**config.mk**
```make
export PLATFORM = sky130hd
export DESIGN_NAME = skbs_ram
export DESIGN_NICKNAME = d
export VERILOG_FILES = /design/src/hdl/skbs_ram.sv
export SDC_FILE = /design/constraint.sdc
export NUM_CORES = 2
export LEC_CHECK = 0
export BUFFER_PORTS_ARGS = -buffer_cell sky130_fd_sc_hd__buf_4
export CORE_UTILIZATION = 35
export CTS_BUF_LIST = sky130_fd_sc_hd__clkbuf_4
export DETAILED_ROUTE_END_ITERATION = 8
export PLACE_DENSITY_LB_ADDON = 0.08
export SKIP_LAST_GASP = 1
export SLEW_MARGIN = 20
export SYNTH_ARGS = -nofsm -noshare
export SYNTH_HDL_FRONTEND = slang
export SYNTH_SLANG_ARGS = --single-unit
```
**constraint.sdc**
```tcl
create_clock -name clock -period 2.18 [get_ports clock]
set_input_delay 0.218 -clock clock [delete_from_list [all_inputs] [get_ports clock]]
set_output_delay 0.218 -clock clock [all_outputs]
set_load 0.1 [all_outputs]
```
**src/hdl/skbs_ram.sv**
```systemverilog
// ----------------------------------------------------------------------------
// skbs_ram
// Simple dual-address RAM: one write port, one read port, registered read.
// ----------------------------------------------------------------------------
`default_nettype none

module skbs_ram #(
   parameter int WIDTH = 8,
   parameter int DEPTH = 256,
   localparam int AB = $clog2(DEPTH)
) (
   input  wire logic             clock,
   input  wire logic             we,
   input  wire logic [AB-1:0]    waddr,
   input  wire logic [WIDTH-1:0] wdata,
   input  wire logic [AB-1:0]    raddr,
   output logic      [WIDTH-1:0] rdata
);

   logic [WIDTH-1:0] mem_ff [DEPTH];
   logic [WIDTH-1:0] rdata_ff;

   always_ff @(posedge clock) begin
      if (we) begin
         mem_ff[waddr] <= wdata;
      end
      rdata_ff <= mem_ff[raddr];
   end

   assign rdata = rdata_ff;

endmodule

`default_nettype wire

```
Yosys cells after proc, flatten, opt, wreduce, memory -nomap -nowiden. Memories as Yosys holds them, arrays and structs flattened. A register that Yosys moved wholly into a read port is not among the register bits. Cells that the tools add are included.

Register bits: 0. Memory bits (writable): 2048. Output and inout port bits: 8. Logic and storage cells: 3. Memories kept: 1.

Memories: mem_ff (depth 256, width 8, rd ports 1, clocked after Yosys merged registers in 1, write ports 1, line 20) `logic [WIDTH-1:0] mem_ff [DEPTH];`.

Muxes and demuxes: 2.

Operators by type and width (number): 2-to-1 mux 1 bit (2).

Longest topological paths before layout.
Depth in word-level cells: 2. Depth in mapped cells: 11.

Worst setup path before layout. Ideal clock, no wire load.

Path kind: input-to-reg. Start point: input raddr[0]. End point: register rdata_ff[2], in the netlist rdata[2] (read register of mem_ff). Library setup time: 0.131 ns. Arrival time: 2.025 ns. Data required time: 2.049 ns. Slack: 0.024 ns. Stages on the path: 9. Path buffers: 4. Cell sequence: buf_6 -> buf_12 -> buf_8 -> buf_2 -> mux4_2 -> a22oi_1 -> a21oi_1 -> nor4_1 -> nor4_2.

RTL lines: from (decl) (line 16) `input wire logic [AB-1:0] raddr,`; to (decl) (line 21) `logic [WIDTH-1:0] rdata_ff;`.

==> impl_metrics.tcl <==
set metrics [dict create \
    status "finished, violations left" \
    violations "setup timing" \
    setup_ws_ns -0.182 \
    whs_ns 0.226 \
    p_leak_nw 32.7 \
    die_x_um 479 \
    rsz0062_at_grt "true" \
    synth_ff_type "edfxtp_1" \
    syn_area_per_cell_um2 21.3 \
    slowest_delay_ns 0.47 \
    use_met1_pct 28.9 \
    rr_worst_depth 8 \
    synthXorXnorAreaFrac_pct 0 \
    synth_cells 3733 \
    syn_nets 3759 \
    hp-class "in2reg" \
    areaGrowthSynthToFinish_pct 23.0 \
    setup_viol 8 \
    slew_violations 0 \
    yosysSeqAreaShare_pct 77.5 \
    crit_arrival_ns 3.56 \
    synth_edf_count 2048 \
    end_kind "flop" \
    yosysWarnings 0 \
    place_hpwl_mm 151 \
    p_comb_share_pct 6.5 \
    grtUsageTotal_pct 20.9 \
    synth_top_family_by_area "multiplexers" \
    crit_fanout 1 \
    cts_buffers 584 \
    place_congestion 0.796 \
    die_h_um 479 \
    busiest_layer "met2" \
    drtPass1Iterations 5 \
    vias_per_cell 5.16 \
    drt-total-wl_mm 238 \
    cts_setup_buffers 0 \
    path_depth 8 \
    ir_drop_uv 534 \
    r2r_slack_ns -0.18 \
    skew_ns 0.0895 \
    rr_endpoint "rdata[3]" \
    critPathKind "reg2reg" \
    start_util_pct 35.3 \
    yosys-mux-area-fraction_pct 14.6 \
    clk-insertion-delay-late_ns 1.32 \
    hold_viol 0 \
    path_cells "mux4_2 > a22o_1 > a221oi_2 > buf_4 > o32ai_1 > nor3_2 > buf_4 > nor4_1" \
    layout_common_cells "2048 x edfxtp_1, 857 x clkbuf_4, 693 x buf_4, 454 x mux4_2, 277 x nor2_1" \
    max_cap_viol_count 0 \
    cp_top_family "compound AO/OA/AOI/OAI gates" \
    num_vias 43069 \
    routedWlPerCell_um 28.6 \
    grt_pass1_vias 45039 \
    power_switching_w 0.0193 \
    crit_end "rdata[3]" \
    cts.reportedPaths.clkPinSlew_ns 0.06 \
    intPower_w 0.0647 \
    cts_sinks 2056 \
    crit_path_top_delay_cell "mux4_2" \
    synth_compound_gate_area_share_pct 3.42 \
    post-route-period-util_pct 108 \
    required_ns 3.38 \
    numPortBuffers 33 \
    synth.distinct_cells 55 \
    synth-simple-area-share_pct 2.63 \
    grt_first_pass_wirelength_mm 337 \
    synth.ff_latch_count 2056 \
    worstPathBufferInverterCount 2 \
    dieArea_um2 229000 \
    h-tree-depth 6 \
    final.setup.tns_ns -0.624 \
    maxSlewHeadroom_pct 45.8 \
    ctsLongestPathBuffers 4 \
    synth_area_um2 79600 \
    core_area_um2 225000 \
    drive_above_1_share_pct 42.2 \
    final_common_cell "edfxtp_1" \
    fmax_mhz 423 \
    rows 174 \
    met2_usage_pct 33.2 \
    seq_power_share_pct 52.0 \
    grt_max_degree 74 \
    cts_tree "built" \
    root_buffer "clkbuf_4" \
    start_kind "flop" \
    drtIter0Drc 3500 \
    pin_count 34 \
    dpl_worst_slack_ns -1.18 \
    clockPowerShare_pct 41.5 \
    ys_async_sr_fraction_pct 0 \
    max_slew.worst_pin.slew_ns 0.807 \
    finalNetCount 4983 \
    antenna_found_initial 20 \
    yosys.area_share.adder_pct 0 \
    overflow 0 \
    min_period_ns 2.36 \
    gr-usage-met3_pct 4.31 \
    timing.critical_path.from "mem_ff[211][3]" \
    cp_common_cell "buf_4" \
    switching_share_pct 23.0 \
    r2r_start "mem_ff[211][3]" \
    ant_nets 0 \
    p_per_area_nw_per_um2 859 \
    drc 0 \
]
==> flip-flops by register name, summed over array words and instances (netlist names) <==
name	count
rdata	8
mem_ff	2048
==> per-stage QoR <==
step,instance area (µm²),power (W),std cells,utilization (%)
2_1_floorplan,79600,0.0468,3733,-
4_1_cts,97800,0.0854,8340,43.4
3_5_place_dp,89600,0.0497,7316,39.8
5_1_grt,97900,0.0876,8342,43.4
6_report,97900,0.0840,8343,43.4
3_3_place_gp,89600,0.0497,7315,39.8
==> final cells by class <==
cell class	count	area, µm²
clock buffer	857	6430
timing repair buffer	871	8370
fill	19986	127000
tap	2992	3740
multi-input combinational	1442	16900
antenna	4	10.0
inverter	2	7.51
sequential	2056	61700
clock inverter	119	709
==> worst min-delay path by stage <==
stage | startpoint | endpoint | slack [ns] | cells past startpoint
2_1_floorplan | wdata[0] | mem_ff[0][0] | 0.32 | 0
3_3_place_gp | wdata[1] | mem_ff[76][1] | 0.67 | 1
3_5_place_dp | wdata[1] | mem_ff[77][1] | 0.67 | 1
4_1_cts | waddr[0] | mem_ff[155][3] | 0.01 | 5
5_1_grt | waddr[0] | mem_ff[163][1] | 0.1 | 5
6_report | waddr[0] | mem_ff[163][5] | 0.23 | 5
==> cell usage after synthesis, types with 10 or more instances <==
cell type,instances,area (µm²)
a211oi_1,16,120
a21oi_1,96,480
a221oi_1,13,114
a22oi_1,133,998
buf_1,22,82.6
buf_2,31,155
buf_4,27,203
buf_6,21,236
buf_8,13,195
clkbuf_1,111,417
edfxtp_1,2048,61500
mux2i_1,134,1340
mux4_2,454,10200
nand2_1,33,124
nand3_1,34,170
nand4_1,10,62.6
nor2_1,282,1060
nor2b_1,31,194
nor3_1,22,110
nor4_1,24,150
o211ai_1,10,75.1
o21ai_0,10,50.1
o221ai_1,46,403
o22ai_1,28,175
==> power by group through the flow <==
stage          clock (W)  sequential (W)  combinational, W
2_1_floorplan          0          0.0447           0.00212
3_3_place_gp           0          0.0445           0.00522
5_1_grt           0.0382          0.0437           0.00576
3_5_place_dp           0          0.0445           0.00524
6_report          0.0349          0.0437           0.00547
4_1_cts           0.0362          0.0437           0.00555
==> worst min-delay path, stage by stage <==
cell and delay, ns:
dlygate4sd3_1 0.56, buf_4 0.18, nand3_1 0.15, nor2_1 0.06, buf_4 0.18
==> per-layer routing <==
metal	vias up	routed length, µm
li1	18567	-
met1	22832	105000
met2	1350	115000
met3	314	13800
met4	6	4300
met5	-	39
==> logic make-up after synthesis <==
family          Yosys count
mux                     591
buf+inv                 235
compound gates          385
flops                  2056
simple gates            466
==> timing repair <==
item                                   in CTS  in global routing
endpoints found under the hold margin    4104                  0
gates cloned                                0                  0
resized for setup                          81                 15
setup endpoints to repair                  16                 24
pin swaps                                  19                 12
hold buffers                               48                  0
Note: power is estimated with default switching activity, not from simulation.
